==> src/rtl/pfx_pkg.sv <==
// Shared types, constants and helper functions for the packet header field extractor.
// Used by the channel interfaces and every RTL module of the block.
`timescale 1ns / 1ps

package pfx_pkg;

	localparam int MAX_FIELDS     = 6;
	localparam int MAX_FIELD_BITS = 64;
	localparam int BYTE_BITS      = 8;
	localparam int QUEUE_DEPTH    = 4;

	localparam int WIDTH_W  = 7;
	localparam int HBYTES_W = 6;
	localparam int FCOUNT_W = 3;
	localparam int IDX_W    = 3;
	localparam int LEFT_W   = $clog2(BYTE_BITS + 1);
	localparam int QPTR_W   = $clog2(QUEUE_DEPTH);
	localparam int QCNT_W   = $clog2(QUEUE_DEPTH + 1);

	localparam logic [WIDTH_W-1:0]  MAX_WIDTH_CODE = WIDTH_W'(MAX_FIELD_BITS);
	localparam logic [IDX_W-1:0]    MAX_FIELD_CODE = IDX_W'(MAX_FIELDS);
	localparam logic [LEFT_W-1:0]   FULL_BYTE      = LEFT_W'(BYTE_BITS);

	// register indexes on the configuration port
	localparam int REG_IDX_W = 3;
	typedef logic [REG_IDX_W-1:0] reg_idx_t;
	localparam reg_idx_t REG_FIELD_COUNT  = 3'd0;
	localparam reg_idx_t REG_WIDTH_A      = 3'd1;
	localparam reg_idx_t REG_WIDTH_B      = 3'd2;
	localparam reg_idx_t REG_WIDTH_C      = 3'd3;
	localparam reg_idx_t REG_WIDTH_D      = 3'd4;
	localparam reg_idx_t REG_WIDTH_E      = 3'd5;
	localparam reg_idx_t REG_WIDTH_F      = 3'd6;
	localparam reg_idx_t REG_HEADER_BYTES = 3'd7;

	// result kinds
	typedef logic [1:0] kind_t;
	localparam kind_t KIND_FIELD   = 2'd0;
	localparam kind_t KIND_PAYLOAD = 2'd1;
	localparam kind_t KIND_SHORT   = 2'd2;

	// byte classes decided by the front end
	typedef logic [1:0] cls_t;
	localparam cls_t CLS_HEADER  = 2'd0;
	localparam cls_t CLS_PAYLOAD = 2'd1;
	localparam cls_t CLS_SHORT   = 2'd2;

	typedef struct packed {
		logic [FCOUNT_W-1:0]                  field_count;
		logic [MAX_FIELDS-1:0][WIDTH_W-1:0]   widths;
		logic [HBYTES_W-1:0]                  header_bytes;
	} cfg_t;

	typedef struct packed {
		cls_t                 cls;
		logic [BYTE_BITS-1:0] data;
		logic                 pkt_end;
		logic                 hdr_last;
	} entry_t;

	typedef struct packed {
		logic full;
		logic empty;
	} qstat_t;

	function automatic logic [IDX_W-1:0] fields_used(cfg_t c);
		return (c.field_count > MAX_FIELD_CODE) ? MAX_FIELD_CODE : c.field_count;
	endfunction

	function automatic logic [WIDTH_W-1:0] width_of(cfg_t c, logic [IDX_W-1:0] f);
		logic [WIDTH_W-1:0] w;
		w = '0;
		if (f < MAX_FIELD_CODE) begin
			w = c.widths[f];
		end
		return (w > MAX_WIDTH_CODE) ? MAX_WIDTH_CODE : w;
	endfunction

	function automatic logic [BYTE_BITS-1:0] low_mask(logic [LEFT_W-1:0] n);
		logic [BYTE_BITS:0] m;
		m = ((BYTE_BITS+1)'(1) << n) - (BYTE_BITS+1)'(1);
		return m[BYTE_BITS-1:0];
	endfunction

endpackage

==> src/rtl/pfx_if.sv <==
// Valid/ready channel interfaces: packet bytes in, extracted results out.
// Depends on pfx_pkg for widths and codes.
`timescale 1ns / 1ps

interface pfx_in_if;
	logic                          valid;
	logic                          ready;
	logic [pfx_pkg::BYTE_BITS-1:0] data_byte;
	logic                          packet_end;

	modport source (output valid, output data_byte, output packet_end, input ready);
	modport sink   (input valid, input data_byte, input packet_end, output ready);
endinterface

interface pfx_out_if;
	logic                               valid;
	logic                               ready;
	pfx_pkg::kind_t                     kind;
	logic [pfx_pkg::IDX_W-1:0]          field_index;
	logic [pfx_pkg::MAX_FIELD_BITS-1:0] field_value;
	logic                               end_of_packet;
	logic                               last;

	modport source (output valid, output kind, output field_index, output field_value,
		output end_of_packet, output last, input ready);
	modport sink   (input valid, input kind, input field_index, input field_value,
		input end_of_packet, input last, output ready);
endinterface

==> src/rtl/pfx_front.sv <==
// Front end: accepts packet bytes and tags each as header, payload or short-packet error.
// Tracks the header byte count per packet. Depends on pfx_pkg and pfx_in_if.
`timescale 1ns / 1ps

module pfx_front (
	input  logic              clk,
	input  logic              arst_n,
	input  pfx_pkg::cfg_t     cfg,
	pfx_in_if.sink            pkt_in,
	input  pfx_pkg::qstat_t   qstat,
	output logic              push,
	output pfx_pkg::entry_t   push_entry
);

	logic [pfx_pkg::HBYTES_W-1:0] hcount_q, hcount_inc, hcount_n;
	logic                         in_payload_q, in_payload_n;

	always_comb begin
		pkt_in.ready = !qstat.full;
		push         = pkt_in.valid && pkt_in.ready;
		hcount_inc   = hcount_q + pfx_pkg::HBYTES_W'(1);

		push_entry.data     = pkt_in.data_byte;
		push_entry.pkt_end  = pkt_in.packet_end;
		push_entry.hdr_last = 1'b0;
		push_entry.cls      = pfx_pkg::CLS_HEADER;
		hcount_n            = hcount_q;
		in_payload_n        = in_payload_q;

		if (in_payload_q || cfg.header_bytes == '0) begin
			push_entry.cls = pfx_pkg::CLS_PAYLOAD;
			in_payload_n   = !pkt_in.packet_end;
			hcount_n       = '0;
		end else if (pkt_in.packet_end && hcount_inc < cfg.header_bytes) begin
			push_entry.cls = pfx_pkg::CLS_SHORT;
			hcount_n       = '0;
		end else if (hcount_inc >= cfg.header_bytes) begin
			push_entry.hdr_last = 1'b1;
			hcount_n            = '0;
			in_payload_n        = !pkt_in.packet_end;
		end else begin
			hcount_n = hcount_inc;
		end
	end

	always_ff @(posedge clk or negedge arst_n) begin
		if (!arst_n) begin
			hcount_q     <= '0;
			in_payload_q <= 1'b0;
		end else if (push) begin
			hcount_q     <= hcount_n;
			in_payload_q <= in_payload_n;
		end
	end

endmodule

==> src/rtl/pfx_queue.sv <==
// Short FIFO of classified bytes between the front and back ends.
// Depends on pfx_pkg for the entry type and depth.
`timescale 1ns / 1ps

module pfx_queue (
	input  logic              clk,
	input  logic              arst_n,
	input  logic              push,
	input  pfx_pkg::entry_t   push_entry,
	input  logic              pop,
	output pfx_pkg::entry_t   head,
	output pfx_pkg::qstat_t   qstat
);

	pfx_pkg::entry_t                mem_q [pfx_pkg::QUEUE_DEPTH];
	logic [pfx_pkg::QPTR_W-1:0]     wr_q, rd_q;
	logic [pfx_pkg::QCNT_W-1:0]     count_q;

	always_comb begin
		qstat.full  = count_q == pfx_pkg::QCNT_W'(pfx_pkg::QUEUE_DEPTH);
		qstat.empty = count_q == '0;
		head        = mem_q[rd_q];
	end

	always_ff @(posedge clk) begin
		if (push) begin
			mem_q[wr_q] <= push_entry;
		end
	end

	always_ff @(posedge clk or negedge arst_n) begin
		if (!arst_n) begin
			wr_q    <= '0;
			rd_q    <= '0;
			count_q <= '0;
		end else begin
			if (push) begin
				wr_q <= wr_q + pfx_pkg::QPTR_W'(1);
			end
			if (pop) begin
				rd_q <= rd_q + pfx_pkg::QPTR_W'(1);
			end
			if (push && !pop) begin
				count_q <= count_q + pfx_pkg::QCNT_W'(1);
			end else if (pop && !push) begin
				count_q <= count_q - pfx_pkg::QCNT_W'(1);
			end
		end
	end

endmodule

==> src/rtl/pfx_back.sv <==
// Back end: cuts header bytes into fields, passes payload and errors, drives the output register.
// One result per cycle unless res_out stalls; bits up to the next field boundary are taken in a single step.
// Depends on pfx_pkg, pfx_out_if.
`timescale 1ns / 1ps

module pfx_back (
	input  logic              clk,
	input  logic              arst_n,
	input  pfx_pkg::cfg_t     cfg,
	input  pfx_pkg::entry_t   head,
	input  pfx_pkg::qstat_t   qstat,
	output logic              pop,
	pfx_out_if.source         res_out
);

	localparam int FB = pfx_pkg::MAX_FIELD_BITS;
	localparam int WW = pfx_pkg::WIDTH_W;
	localparam int LW = pfx_pkg::LEFT_W;
	localparam int IW = pfx_pkg::IDX_W;

	// field builder state
	logic [FB-1:0] accum_q, accum_n, acc_shift;
	logic [WW-1:0] taken_q, taken_n;
	logic [IW-1:0] cur_q, cur_n;
	logic [LW-1:0] left_q, left_n, k;

	// output register
	logic          ov_q;
	pfx_pkg::kind_t kind_q;
	logic [IW-1:0] index_q;
	logic [FB-1:0] value_q;
	logic          eop_q, last_q;

	logic                          step, emit, done, more;
	logic [IW-1:0]                 used;
	logic [WW-1:0]                 wcur, wnext, rem;
	logic [pfx_pkg::BYTE_BITS-1:0] avail, bits;
	pfx_pkg::kind_t                e_kind;
	logic [IW-1:0]                 e_index;
	logic [FB-1:0]                 e_value;

	always_comb begin
		step  = !qstat.empty && (!ov_q || res_out.ready);
		used  = pfx_pkg::fields_used(cfg);
		wcur  = pfx_pkg::width_of(cfg, cur_q);
		rem   = wcur - taken_q;
		avail = head.data & pfx_pkg::low_mask(left_q);

		k        = '0;
		emit     = 1'b0;
		done     = 1'b1;
		more     = 1'b0;
		wnext    = '0;
		accum_n  = accum_q;
		taken_n  = taken_q;
		cur_n    = cur_q;
		left_n   = left_q;
		e_kind   = pfx_pkg::KIND_FIELD;
		e_index  = '0;
		e_value  = '0;

		if (cur_q < used && wcur != '0) begin
			k = (rem <= WW'(left_q)) ? rem[LW-1:0] : left_q;
		end
		bits      = avail >> (left_q - k);
		acc_shift = (accum_q << k) | FB'(bits);

		unique case (head.cls)
			pfx_pkg::CLS_PAYLOAD: begin
				emit    = 1'b1;
				e_kind  = pfx_pkg::KIND_PAYLOAD;
				e_value = FB'(head.data);
			end
			pfx_pkg::CLS_SHORT: begin
				emit    = 1'b1;
				e_kind  = pfx_pkg::KIND_SHORT;
				accum_n = '0;
				taken_n = '0;
				cur_n   = '0;
			end
			pfx_pkg::CLS_HEADER: begin
				if (cur_q < used) begin
					if (wcur == '0) begin
						// zero-width field reached: emit it empty
						emit    = 1'b1;
						e_index = cur_q;
					end else if (rem <= WW'(left_q)) begin
						emit    = 1'b1;
						e_index = cur_q;
						e_value = acc_shift;
						left_n  = left_q - k;
					end else begin
						accum_n = acc_shift;
						taken_n = taken_q + WW'(left_q);
						left_n  = '0;
					end
				end
				if (emit) begin
					cur_n   = cur_q + IW'(1);
					accum_n = '0;
					taken_n = '0;
					wnext   = pfx_pkg::width_of(cfg, cur_n);
					more    = cur_n < used && (wnext == '0 || WW'(left_n) >= wnext);
					done    = !more;
					// rest of the byte starts the next field, which it cannot complete
					if (done && cur_n < used) begin
						accum_n = FB'(head.data & pfx_pkg::low_mask(left_n));
						taken_n = WW'(left_n);
					end
				end
				if (done && head.hdr_last) begin
					accum_n = '0;
					taken_n = '0;
					cur_n   = '0;
				end
			end
			default: begin
				emit = 1'b0;
			end
		endcase

		pop = step && done;

		res_out.valid         = ov_q;
		res_out.kind          = kind_q;
		res_out.field_index   = index_q;
		res_out.field_value   = value_q;
		res_out.end_of_packet = eop_q;
		res_out.last          = last_q;
	end

	always_ff @(posedge clk or negedge arst_n) begin
		if (!arst_n) begin
			accum_q <= '0;
			taken_q <= '0;
			cur_q   <= '0;
			left_q  <= pfx_pkg::FULL_BYTE;
			ov_q    <= 1'b0;
		end else begin
			if (step) begin
				accum_q <= accum_n;
				taken_q <= taken_n;
				cur_q   <= cur_n;
				left_q  <= done ? pfx_pkg::FULL_BYTE : left_n;
			end
			if (step && emit) begin
				ov_q <= 1'b1;
			end else if (res_out.ready) begin
				ov_q <= 1'b0;
			end
		end
	end

	always_ff @(posedge clk) begin
		if (step && emit) begin
			kind_q  <= e_kind;
			index_q <= e_index;
			value_q <= e_value;
			eop_q   <= done && head.pkt_end;
			last_q  <= done;
		end
	end

endmodule

==> src/rtl/packet_header_field_extractor_core.sv <==
// Packet header field extractor top level: configuration registers, front end, queue, back end.
// Depends on pfx_pkg, pfx_if, pfx_front, pfx_queue and pfx_back.
//
// Usage:
//   pkt_in carries packet bytes (data_byte, packet_end), header bits taken MSB first.
//   res_out carries results: kind (field, payload byte, short packet), field_index,
//   field_value, end_of_packet and last, the latter marking the final result of a byte.
//   cfg_we/cfg_index/cfg_data write field_count, the six field widths and header_bytes;
//   write them only while no beat is in flight.
// An accepted byte is written into the queue. The back end takes it from the queue head
//   and, once the output register is free, loads its first result there with res_out.valid high.
// Throughput: one byte per cycle while each byte yields at most one result and res_out
//   does not stall; a byte that completes several fields holds the back end until each
//   of its results has entered the output register, which takes one result per cycle. A
//   four-entry queue absorbs these bursts, and pkt_in.ready drops only when it is full.
// A header byte that completes no field yields no result at all.
// Reset clears the configuration to zero, empties the queue and starts a new packet
//   in the header phase. When res_out stalls, the pending result holds in the output
//   register and the back end waits; the front end keeps taking bytes into the queue
//   until it fills.
`timescale 1ns / 1ps

module packet_header_field_extractor_core (
	input  logic                      clk,
	input  logic                      arst_n,
	input  logic                      cfg_we,
	input  pfx_pkg::reg_idx_t         cfg_index,
	input  logic [pfx_pkg::WIDTH_W-1:0] cfg_data,
	pfx_in_if.sink                    pkt_in,
	pfx_out_if.source                 res_out
);

	pfx_pkg::cfg_t   cfg_q;
	pfx_pkg::qstat_t qstat;
	pfx_pkg::entry_t push_entry, head;
	logic            push, pop;

	always_ff @(posedge clk or negedge arst_n) begin
		if (!arst_n) begin
			cfg_q <= '0;
		end else if (cfg_we) begin
			unique case (cfg_index)
				pfx_pkg::REG_FIELD_COUNT: begin
					cfg_q.field_count <= cfg_data[pfx_pkg::FCOUNT_W-1:0];
				end
				pfx_pkg::REG_WIDTH_A, pfx_pkg::REG_WIDTH_B, pfx_pkg::REG_WIDTH_C,
				pfx_pkg::REG_WIDTH_D, pfx_pkg::REG_WIDTH_E, pfx_pkg::REG_WIDTH_F: begin
					cfg_q.widths[cfg_index - pfx_pkg::REG_WIDTH_A] <= cfg_data;
				end
				pfx_pkg::REG_HEADER_BYTES: begin
					cfg_q.header_bytes <= cfg_data[pfx_pkg::HBYTES_W-1:0];
				end
				default: begin
					cfg_q <= cfg_q;
				end
			endcase
		end
	end

	pfx_front u_front (
		.clk        (clk),
		.arst_n     (arst_n),
		.cfg        (cfg_q),
		.pkt_in     (pkt_in),
		.qstat      (qstat),
		.push       (push),
		.push_entry (push_entry)
	);

	pfx_queue u_queue (
		.clk        (clk),
		.arst_n     (arst_n),
		.push       (push),
		.push_entry (push_entry),
		.pop        (pop),
		.head       (head),
		.qstat      (qstat)
	);

	pfx_back u_back (
		.clk     (clk),
		.arst_n  (arst_n),
		.cfg     (cfg_q),
		.head    (head),
		.qstat   (qstat),
		.pop     (pop),
		.res_out (res_out)
	);

	a_short_ends_packet: assert property (@(posedge clk) disable iff (!arst_n)
		res_out.valid && res_out.kind == pfx_pkg::KIND_SHORT
		|-> res_out.end_of_packet && res_out.last && res_out.field_value == '0)
		else $error("short-packet result without end marks");

	a_eop_is_last: assert property (@(posedge clk) disable iff (!arst_n)
		res_out.valid && res_out.end_of_packet |-> res_out.last)
		else $error("end_of_packet on a result that is not the last of its byte");

	a_payload_byte: assert property (@(posedge clk) disable iff (!arst_n)
		res_out.valid && res_out.kind == pfx_pkg::KIND_PAYLOAD
		|-> res_out.last && res_out.field_index == '0
		&& res_out.field_value[pfx_pkg::MAX_FIELD_BITS-1:pfx_pkg::BYTE_BITS] == '0)
		else $error("malformed payload result");

	a_field_index: assert property (@(posedge clk) disable iff (!arst_n)
		res_out.valid && res_out.kind == pfx_pkg::KIND_FIELD
		|-> res_out.field_index < pfx_pkg::fields_used(cfg_q))
		else $error("field index beyond configured field count");

	a_queue_flow: assert property (@(posedge clk) disable iff (!arst_n)
		qstat.full |=> !qstat.empty)
		else $error("queue went from full to empty in one cycle");

endmodule

==> src/flat_wrapper.sv <==
// flat-port wrapper written by rule: the top's interface ports become plain ports
module packet_header_field_extractor_core_flat 
  (clk, arst_n, cfg_we, cfg_index, cfg_data, pkt_in_valid, pkt_in_data_byte, pkt_in_packet_end, pkt_in_ready, res_out_valid, res_out_kind, res_out_field_index, res_out_field_value, res_out_end_of_packet, res_out_last, res_out_ready);
  pfx_in_if pkt_in_i ();
  pfx_out_if res_out_i ();
  input  logic clk;
  input  logic arst_n;
  input  logic cfg_we;
  input  pfx_pkg::reg_idx_t cfg_index;
  input  logic [pfx_pkg::WIDTH_W-1:0] cfg_data;
  input wire logic [$bits(pkt_in_i.valid)-1:0] pkt_in_valid;
  input wire logic [$bits(pkt_in_i.data_byte)-1:0] pkt_in_data_byte;
  input wire logic [$bits(pkt_in_i.packet_end)-1:0] pkt_in_packet_end;
  output wire logic [$bits(pkt_in_i.ready)-1:0] pkt_in_ready;
  output wire logic [$bits(res_out_i.valid)-1:0] res_out_valid;
  output wire logic [$bits(res_out_i.kind)-1:0] res_out_kind;
  output wire logic [$bits(res_out_i.field_index)-1:0] res_out_field_index;
  output wire logic [$bits(res_out_i.field_value)-1:0] res_out_field_value;
  output wire logic [$bits(res_out_i.end_of_packet)-1:0] res_out_end_of_packet;
  output wire logic [$bits(res_out_i.last)-1:0] res_out_last;
  input wire logic [$bits(res_out_i.ready)-1:0] res_out_ready;
  assign pkt_in_i.valid = pkt_in_valid;
  assign pkt_in_i.data_byte = pkt_in_data_byte;
  assign pkt_in_i.packet_end = pkt_in_packet_end;
  assign pkt_in_ready = pkt_in_i.ready;
  assign res_out_valid = res_out_i.valid;
  assign res_out_kind = res_out_i.kind;
  assign res_out_field_index = res_out_i.field_index;
  assign res_out_field_value = res_out_i.field_value;
  assign res_out_end_of_packet = res_out_i.end_of_packet;
  assign res_out_last = res_out_i.last;
  assign res_out_i.ready = res_out_ready;
  packet_header_field_extractor_core u_core (.clk(clk), .arst_n(arst_n), .cfg_we(cfg_we), .cfg_index(cfg_index), .cfg_data(cfg_data), .pkt_in(pkt_in_i), .res_out(res_out_i));
endmodule
==> config.mk <==
export PLATFORM = sky130hd
export DESIGN_NAME = packet_header_field_extractor_core_flat
export DESIGN_NICKNAME = d
export VERILOG_FILES = /design/src/rtl/pfx_pkg.sv /design/src/rtl/pfx_if.sv /design/src/rtl/pfx_front.sv /design/src/rtl/pfx_queue.sv /design/src/rtl/pfx_back.sv /design/src/rtl/packet_header_field_extractor_core.sv /design/src/flat_wrapper.sv
export SDC_FILE = /design/constraint.sdc
export NUM_CORES = 1
export LEC_CHECK = 0
export BUFFER_PORTS_ARGS = -buffer_cell sky130_fd_sc_hd__buf_2
export CORE_MARGIN = 2
export CORE_UTILIZATION = 64
export CTS_BUF_LIST = sky130_fd_sc_hd__clkbuf_8
export CTS_CLUSTER_SIZE = 20
export DETAILED_ROUTE_END_ITERATION = 8
export HOLD_SLACK_MARGIN = 0.12
export PLACE_DENSITY = 0.83
export SLEW_MARGIN = 0
export SYNTH_ARGS = -nofsm -noshare
export SYNTH_HDL_FRONTEND = slang
export SYNTH_SLANG_ARGS = --single-unit
==> constraint.sdc <==
create_clock -name clk -period 13.1 [get_ports clk]
set_input_delay 2.62 -clock clk [delete_from_list [all_inputs] [get_ports clk]]
set_output_delay 2.62 -clock clk [all_outputs]
set_load 0.02 [all_outputs]
# Yosys cells after proc, flatten, opt, wreduce, memory -nomap -nowiden
# Memory sizes are Yosys's and may differ from the RTL's.
# Cells that the tools add are included.
# op_classes
addsub	12
n_lt_le_gt_ge	15
eq_ne	15
shifts	4
mux	71
bitwise_logic	3
n_reduce_logical	45
# ops
op	n
64-bit 2-to-1 mux	8
64-bit one-hot mux with 2 select lines	2
7-bit 2-to-1 mux	14
64-bit by 8-bit bitwise OR with 64-bit output	1
64-bit by 4-bit << shifter with 64-bit output	1
7-bit binary-select mux with 3-bit select	2
42-bit bitwise mux	1
4-bit 2-to-1 mux	9
7-bit demux with 3-bit select	1
3-bit 2-to-1 mux	7
6-bit 2-to-1 mux	3
1-bit 2-to-1 mux	17
8-bit bitwise AND	2
1-bit by 4-bit << shifter with 8-bit output, first input constant	2
8-bit by 2-bit subtractor with 8-bit output, second input constant	2
3-bit == test, second input constant	5
7-bit greater-than comparator, second input constant	2
7-bit logical NOT	2
7-bit one-hot mux with 2 select lines	1
1-bit logical AND	13
3-bit by 4-bit less-than comparator with 1-bit output, second input constant	3
4-bit != test, second input constant	3
2-bit AND reduction	5
2-bit nonzero test	5
other kinds (37)	54
# word_totals
reg_bits	215
ram_bits	48
inputBits	24
out_inout_bits	73
word_cells	189
memories	1
# mem_list
memory	words	word_bits	rd	rd_clocked_by_memory_dff	wr	line_no	source
u_core.u_queue.mem_q	4	12	1	0	1	pfx_queue.sv:15	pfx_pkg::entry_t mem_q [pfx_pkg::QUEUE_DEPTH];

# Depth between registers and ports, before layout
# Gate-level depths: netlist of the first run.
# depth
word_depth	26
depth_mapped	43
ltp_nobuf	35

# By module
# From an unflattened synthesis of the first run, not the netlist that was laid out.
# hier_totals
hier_cells	1407
hier_area_um2	15651.3
# by_module_without_submodules
module	instances	cells_each	area_each_um2	seq_area_each_um2
pfx_back	1	1105	10726.5	4110.2
pfx_queue	1	97	2153.3	1616.6
packet_header_field_extractor_core	1	126	2143.3	1276.2
pfx_front	1	79	628.1	175.2

# Least setup slack after synthesis of the first run
# No wires, ideal clock.
# synth_timing
kind	reg2reg
startpoint	reg u_core.u_back.cur_q[0]
endpoint	reg u_core.u_back.eop_q, in the netlist u_core.u_back.res_out.end_of_packet, enable pin
setup_time_ns	0.587
arrival_ns	9.216
required_time_ns	12.513
slack_ns	3.297
path_stages_with_launch	26
n_path_buf	4
synth_period_minus_slack_ns	9.803
path_cell_list	dfrtp_1 buf_4 buf_6 buf_6 nor3_2 a21oi_1 o41a_1 nor2_1 o21ai_0 inv_1 ha_1 nor2b_1 o21a_1 nor2_1 xnor2_1 ha_1 and2_1 o21ai_0 a32o_1 o31a_1 nand2_1 a21oi_1 clkbuf_1 and2_1 nor2_1 nor3_1
# synth_between
elab_chain_len	13
word_cells_on_any_way	16
classes_between	1 x add/sub; 4 x order compare; 9 x mux; 2 x reduce/logical
# synth_lines
item	line_no	source
start, declared	pfx_back.sv:24	logic [IW-1:0] cur_q, cur_n;
start signal, assigned	pfx_back.sv:143	cur_q <= cur_n;
7-bit binary-select mux with 3-bit select	pfx_pkg.sv:74	w = c.widths[f];
7-bit 2-to-1 mux (not written as such)	pfx_pkg.sv:74	
7-bit 2-to-1 mux	pfx_pkg.sv:73	if (f < MAX_FIELD_CODE) begin
7-bit greater-than comparator	pfx_pkg.sv:76	return (w > MAX_WIDTH_CODE) ? MAX_WIDTH_CODE : w;
7-bit 2-to-1 mux	pfx_pkg.sv:76	
7-bit subtractor	pfx_back.sv:46	rem = wcur - taken_q;
7-bit by 4-bit less-or-equal comparator with 1-bit output	pfx_back.sv:87	end else if (rem <= WW'(left_q)) begin
1-bit 2-to-1 mux	pfx_back.sv:87	
1-bit 2-to-1 mux	pfx_back.sv:83	if (wcur == '0) begin
1-bit 2-to-1 mux *	pfx_back.sv:82	if (cur_q < used) begin
1-bit 2-to-1 mux *	pfx_back.sv:68	unique case (head.cls)
1-bit one-hot mux with 2 select lines *	pfx_back.sv:68	
1-bit logical AND *	pfx_back.sv:155	if (step && emit) begin
end signal, assigned	pfx_back.sv:159	eop_q <= done && head.pkt_end;
end, declared	pfx_back.sv:32	logic eop_q, last_q;
# Every way passes the cells marked *; elsewhere a longest branch is shown, timed or not. The select of a mux whose other input is x is not followed.
# A chain may end at the register's enable or synchronous reset.

# Worst setup path in the final report of the first run
# layout_timing
startpoint	reg u_core.u_back.cur_q[2]
endpoint	reg u_core.u_queue.count_q[2] (netlist name)
# layout_between
elab_chain_len	25
word_cells_on_any_way	47
classes_between	3 x add/sub; 8 x order compare; 24 x mux; 12 x reduce/logical
# layout_lines
item	line_no	source
7-bit binary-select mux with 3-bit select	pfx_pkg.sv:74	
7-bit 2-to-1 mux (not written as such)	pfx_pkg.sv:74	
7-bit 2-to-1 mux	pfx_pkg.sv:73	
7-bit greater-than comparator	pfx_pkg.sv:76	
7-bit 2-to-1 mux	pfx_pkg.sv:76	
7-bit subtractor	pfx_back.sv:46	
7-bit by 4-bit less-or-equal comparator with 1-bit output	pfx_back.sv:63, pfx_back.sv:87	
4-bit 2-to-1 mux	pfx_back.sv:63	k = (rem <= WW'(left_q)) ? rem[LW-1:0] : left_q;
[8 not listed]	n/a	
1-bit logical AND	pfx_back.sv:103	more = cur_n < used && (wnext == '0 || WW'(left_n) >= wnext);
1-bit logical NOT	pfx_back.sv:104	done = !more;
1-bit 2-to-1 mux *	pfx_back.sv:98	if (emit) begin
1-bit 2-to-1 mux * (2 in series)	pfx_back.sv:68	
1-bit logical AND *	pfx_back.sv:122	pop = step && done;
1-bit logical NOT	pfx_queue.sv:43	if (push && !pop) begin
1-bit logical AND	pfx_queue.sv:43	
3-bit 2-to-1 mux / 2-bit nonzero test (equally long branches)	n/a	
end signal, assigned	pfx_queue.sv:44	count_q <= count_q + pfx_pkg::QCNT_W'(1);
end signal, assigned	pfx_queue.sv:46	count_q <= count_q - pfx_pkg::QCNT_W'(1);
end, declared	pfx_queue.sv:17	logic [pfx_pkg::QCNT_W-1:0] count_q;
# Marks and branches as above.

==> results.toml, run 1 <==
[placement]
place_area_sq_mm = 0.0164
place_inst = 1778
portBuffers = 96
dp_slack_ns = 3.72
dp_hpwl_mm = 27.5
gp_congestion = 0.938

[cts]
numCtsBuffers = 43
post_cts_buffers = 0
cts_tree = "built"
clockRootBuffer = "clkbuf_8"
clock_latency_ns = 0.59
hold_buffers = 0
clock_sinks = 263
cts_resized = 0
clockBufferDepth = 3
htreeDepth = 2
path_clk_slew_ns = 0.07

[drt]
drc_errors = 0
dr.first_iter.drc_count = 1169
dr.pass1.iters = 7
drt-met1-wl_mm = 15.8
drt_wl_total_mm = 39.6
wl_per_cell_microns = 21.3
met3WireLength_mm = 2.67
route.vias.total = 11971
highest_layer = "met4"
ant_nets = 0
dr_wl_met2_mm = 19.2
avgViaCountPerCell = 6.44

[setup_path]
path_class = "reg -> reg"
path_max_fanout = 43
end_kind = "flip-flop"
crit_arrival_ns = 10.08
start_kind = "flip-flop"
required_ns = 13.58
critPathSlowestCell = "dfrtp_1"
max_stage_delay_ns = 0.83

[timing]
slew_headroom_pct = 17.8
rsz0062_at_grt = "no"
period_share_pct = 73.2
fin_tns_setup_ns = 0
max_freq_mhz = 104
layout_setup_ws_ns = 3.51
maxSlewViolCount = 0
min_period_ns = 9.59
tightest_slew_ns = 1.23
setup_viol = 0
clock_skew_ns = 0.0348
hold_viol_final = 0

[synthesis]
syn_nets = 1495
yosysMostFrequentCell = "mux2i_1"
synth_top_area_share_pct = 22.8
synth_fa_ha_area_share_pct = 4.49
synth_xor_area_share_pct = 1.44
synth_top_family_by_area = "multiplexers"
ys_types = 81
yosys.area_share.simple_pct = 10.6
syn_avg_cell_area_sq_um = 11.1
async_flop_share_pct = 54.8
ys_seq_elements = 263
synth_edf_count = 119
synth_area_leaders = "dfrtp_1 23%, edfxtp_1 23%, mux2i_1 11%"
synthFlopType = "dfrtp_1"
synth-compound-area-share_pct = 13.9
synth_top_area_cell = "dfrtp_1"
synth.top_cells.by_count = "180 x mux2i_1, 146 x nand2_1, 143 x dfrtp_1"
synth-seq-area-share_pct = 45.7
yosysWarnings = 0
syn_area_sq_mm = 0.0157
syn-instance-count = 1417
synth.area.mux_share_pct = 20.4

[job]
maxCapViolations = 0

[finish]
drive_gt1_share_pct = 19.9
finalInstanceArea_sq_mm = 0.0173
area_growth_syn_to_layout_pct = 10.3
final_nets = 1577
stdcell_count = 1858
antenna_cells = 0
utilization_pct = 71.7

[floorplanning]
dieArea_sq_mm = 0.0258
start_util_pct = 64.9
die_h_microns = 161
core_area_sq_mm = 0.0242
num_rows = 57
die_x_microns = 161
num_io_pins = 97

[power]
p_leak_nw = 7.04
vdd_drop_max_v = 0.000236
powerDensity_mw_per_mm2 = 275

[global_route]
grt_overflow_total = 0
grt_max_degree = 78
grt_pass1_wl_mm = 64.0
grt_pass1_vias = 12067
antenna_found_initial = 0
grtUsageTotal_pct = 31.3

[outcome]
outcome = "finished clean"

[worst_hold_path]
hold_path.class = "reg -> reg"
## layer usage
layer	GRT usage (%)	up-vias
li1	-	5463
met1	40.5	5850
met2	51.3	519
met3	5.09	139
met4	16.2	0
met5	0	-
## area by class of cell
class                           count  area, sq um
Multi-Input combinational cell   1034         8030
Sequential cell                   263         7180
Fill cell                        1755         6850
Clock buffer                       49          674
Timing Repair Buffer              113          614
Tap cell                          324          405
Clock inverter                     31          255
Inverter                           44          165
## logic make-up after synthesis
kind of cell / Yosys count
simple gates: 363
xor+xnor: 25
flops: 263
fa+ha+maj: 54
buf+inv: 120
mux: 282
compound gates: 310
## worst max-delay path, delay by kind of cell (launching register included)
kind,cells,cell delay (ns)
AO/OA/AOI/OAI,10,2.32
XOR/XNOR,5,1.49
adder cells (fa/ha/maj),5,1.71
buffers and inverters,4,1.26
flip-flops,1,0.83
multiplexers,1,0.36
AND/OR/NAND/NOR,9,1.50
## cells in the final DEF (no fill, tap or decap), types with 13 or more instances in the layout
master / Yosys / final
edfxtp_1: 119 / 119
and2_1: 28 / 28
nor2_1: 87 / 86
a22oi_1: 21 / 21
mux4_2: 23 / 23
a21oi_1: 52 / 51
dfrtp_1: 143 / 143
inv_1: 41 / 55
nand2b_1: 14 / 14
nand2_1: 146 / 146
nand3_1: 27 / 27
mux2i_1: 180 / 180
o22ai_1: 13 / 13
xnor2_1: 17 / 17
ha_1: 50 / 50
nor3_1: 16 / 15
o21ai_0: 58 / 58
buf_2: 14 / 95
clkbuf_8: 0 / 49
o21ai_1: 24 / 23
mux2_2: 79 / 79
buf_4: 5 / 17
a22o_1: 43 / 43
## stage by stage
stage / total power [W] / hold slack, ns
finish: 0.00477 / 0.511
global route: 0.00504 / 0.542
CTS: 0.00473 / 0.510
detailed placement: 0.00395 / 0.490
global placement: 0.00389 / 0.484
floorplan: 0.00332 / 0.467
## path summary, 6_finish.rpt
path                                                        from                                     to  slack, ns  cells after the start
max in group asynchronous                                 arst_n  u_core.u_back.accum_q[39]$_DFFE_PN0P_       9.58                      2
min in group asynchronous                                 arst_n           u_core.cfg_q[14]$_DFFE_PN0P_       2.06                      1
hold reg to reg            u_core.u_back.accum_q[63]$_DFFE_PN0P_  u_core.u_back.accum_q[63]$_DFFE_PN0P_       0.51                      1
hold / removal             u_core.u_back.accum_q[63]$_DFFE_PN0P_  u_core.u_back.accum_q[63]$_DFFE_PN0P_       0.51                      1
setup reg to reg              u_core.u_back.cur_q[2]$_DFFE_PN0P_  u_core.u_queue.count_q[2]$_DFFE_PN0P_       3.51                     34
setup / recovery              u_core.u_back.cur_q[2]$_DFFE_PN0P_  u_core.u_queue.count_q[2]$_DFFE_PN0P_       3.51                     34
## state kept, by name, indices dropped and copies added, names as in the netlist, 2 cells and up
register / count
u_core.u_back.accum_q: 64
u_core.u_queue.rd_q: 2
u_core.u_back.res_out.field_index: 3
u_core.u_back.res_out.kind: 2
u_core.u_back.left_q: 4
u_core.u_back.res_out.field_value: 64
u_core.u_front.hcount_q: 6
u_core.cfg_q: 51
u_core.u_back.taken_q: 7
u_core.u_queue.wr_q: 2
u_core.u_queue.mem_q: 48
u_core.u_queue.count_q: 3
u_core.u_back.cur_q: 3
## where the power goes
| part | total, W | switching (W) | leakage [nW] | internal [W] |
|---|---|---|---|---|
| logic | 0.00268 | 0.00174 | 3.48 | 0.000936 |
| clock network | 0.000764 | 0.000338 | 0.527 | 0.000426 |
| registers | 0.00132 | 0.000140 | 3.03 | 0.00118 |
| total | 0.00477 | 0.00222 | 7.04 | 0.00254 |
(Power assumes the default switching activity.)
==> inputs of run 2 (changes only) <==
--- a/config.mk
+++ b/config.mk
@@ -7,12 +7,12 @@
 export LEC_CHECK = 0
 export BUFFER_PORTS_ARGS = -buffer_cell sky130_fd_sc_hd__buf_2
 export CORE_MARGIN = 2
-export CORE_UTILIZATION = 64
+export CORE_UTILIZATION = 57
 export CTS_BUF_LIST = sky130_fd_sc_hd__clkbuf_8
 export CTS_CLUSTER_SIZE = 20
 export DETAILED_ROUTE_END_ITERATION = 8
 export HOLD_SLACK_MARGIN = 0.12
-export PLACE_DENSITY = 0.83
+export PLACE_DENSITY = 0.78
 export SLEW_MARGIN = 0
 export SYNTH_ARGS = -nofsm -noshare
 export SYNTH_HDL_FRONTEND = slang
==> constraint.sdc (replaced) <==
create_clock -name clk -period 8.6 [get_ports clk]
set_input_delay 1.72 -clock clk [delete_from_list [all_inputs] [get_ports clk]]
set_output_delay 1.72 -clock clk [all_outputs]
set_load 0.02 [all_outputs]
==> run 2 against run 1 <==
  * Worst hold slack worse by 0.010 ns
  * Via count is 0.78% lower
  * Clock skew is 0.0092 ns lower
  * Worst setup slack worse by 2.9 ns
  * Critical path type unchanged
  * Largest power group unchanged
  * Highest routed layer unchanged
==> results.toml, run 2 (same netlist as run 1, synthesis figures left out) <==
[cts]
numCtsBuffers = 44
cts_tree = "built"
clockBufferDepth = 3
hold_buffers = 0
clock_sinks = 263
path_clk_slew_ns = 0.07
clock_latency_ns = 0.58
clockRootBuffer = "clkbuf_8"
htreeDepth = 2

[setup_path]
cp.depth = 38
timing.critical_path.mode_cell = "ha_1"
reg2reg_slack_ns = 0.63
r2r-end = "u_core.u_queue.count_q[2]$_DFFE_PN0P_"
required_ns = 9.10
critPathSlowestCell = "fa_2"
worstSetupEndpoint = "u_core.u_queue.count_q[2]$_DFFE_PN0P_"
critical_path.top_delay_family = "compound AO/OA/AOI/OAI gates"
start_kind = "flip-flop"
crit_start = "u_core.u_back.cur_q[0]$_DFFE_PN0P_"
reg2reg_depth = 38
r2r-start = "u_core.u_back.cur_q[0]$_DFFE_PN0P_"
critPathBufInv = 6
max_stage_delay_ns = 0.59
path_max_fanout = 16
end_kind = "flip-flop"
path_class = "reg -> reg"
crit_arrival_ns = 8.47

[drt]
route.vias.total = 11878
dr.first_iter.drc_count = 960
ant_nets = 0
drt_wl_total_mm = 39.2
avgViaCountPerCell = 6.31
drc_errors = 0
dr.pass1.iters = 7
wl_per_cell_microns = 20.8

[finish]
antenna_cells = 0
drive_gt1_share_pct = 20.7
utilization_pct = 64.8
final_cell_mix = "180 x mux2i_1, 146 x nand2_1, 142 x dfrtp_1, 119 x edfxtp_1, 95 x buf_2"
area_growth_syn_to_layout_pct = 11.5
final_nets = 1586
layout_commonest_cell = "mux2i_1"

[global_route]
grt_overflow_total = 0
grt_max_degree = 77
grtUsageTotal_pct = 27.3
antenna_found_initial = 0
grt_pass1_vias = 11779
grt_pass1_wl_mm = 62.7

[floorplanning]
start_util_pct = 58.1
dieArea_sq_mm = 0.0289
die_h_microns = 170
die_x_microns = 170
num_io_pins = 97
core_area_sq_mm = 0.0270
num_rows = 60

[placement]
portBuffers = 96
gp_congestion = 0.936
dp_hpwl_mm = 28.0

[power]
powerDensity_mw_per_mm2 = 422
vdd_drop_max_v = 0.000306
p_leak_nw = 7.10

[timing]
rsz0062_at_grt = "no"
tightest_slew_ns = 1.19
hold_slack_ns = 0.500
hold_viol_final = 0
fin_tns_setup_ns = 0
clock_skew_ns = 0.0256
period_share_pct = 92.7
min_period_ns = 7.97
maxSlewViolCount = 0
slew_headroom_pct = 20.1
max_freq_mhz = 125
setup_viol = 0

[worst_hold_path]
hold_path.class = "reg -> reg"
holdCritStartpoint = "u_core.cfg_q[48]$_DFFE_PN0P_"

[outcome]
outcome = "finished clean"

[job]
maxCapViolations = 0
-- run 2: changes by cell type in the layout (fill, tap and decap cells not counted), moves of 2 or more --
| cell | delta |
|---|---|
| inv_1 | -3 |
| buf_4 | +7 |
| clkbuf_8 | -2 |
| nor4_2 | +2 |
| clkinv_1 | +3 |
| nor4_1 | -2 |
| bufinv_16 | +3 |
-- run 2: how the worst min path moves through the flow --
stage | end | slack (ns) | cells after the start
3_5_place_dp | u_core.cfg_q[48]$_DFFE_PN0P_ | 0.49 | 1
6_report | u_core.cfg_q[48]$_DFFE_PN0P_ | 0.50 | 1
5_1_grt | u_core.cfg_q[48]$_DFFE_PN0P_ | 0.53 | 1
3_3_place_gp | u_core.u_front.hcount_q[5]$_DFFE_PN0P_ | 0.48 | 2
2_1_floorplan | u_core.u_front.hcount_q[5]$_DFFE_PN0P_ | 0.47 | 2
4_1_cts | u_core.cfg_q[48]$_DFFE_PN0P_ | 0.51 | 1
-- run 2: cell type report --
cell class / instances / area [sq um]
sequential: 263 / 7180
tap: 341 / 427
multi-input combinational: 1034 / 8060
timing repair buffer: 121 / 687
fill: 2099 / 9520
clock inverter: 33 / 344
inverter: 44 / 165
clock buffer: 47 / 647
-- run 2: power breakdown --
group	internal, W	switching (W)
logic	0.00145	0.00266
clock network	0.000725	0.000530
registers	0.00180	0.000215
total	0.00398	0.00340
-- run 2: per-layer routing --
metal  global-route usage [%]  vias to the layer above  part of all wire, %  wire length (microns)
met5                        0                        -                    0                      0
met4                     10.3                        0                  3.3                   1290
met3                     4.30                      104                  5.7                   2240
met2                     45.9                      448                   49                  19100
met1                     35.9                     5840                   42                  16600
li1                         -                     5486                    -                      -
-- run 2: what timing repair did --
action,4_1_cts,5_1_grt
setup buffers,0,2
setup endpoints to repair,1,11
pin swaps,0,1
gates resized for setup,1,6
-- run 2: stage by stage --
step	instances	power, W	worst slack [ns]	area [sq um]
after global placement	1801	0.00599	0.426	16500
after global routing	1883	0.00781	0.0549	17500
after detailed placement	1801	0.00606	0.0146	16500
after CTS	1881	0.00734	0.117	17500
after floorplan	1417	0.00503	0.440	15700
final	1883	0.00738	0.628	17500
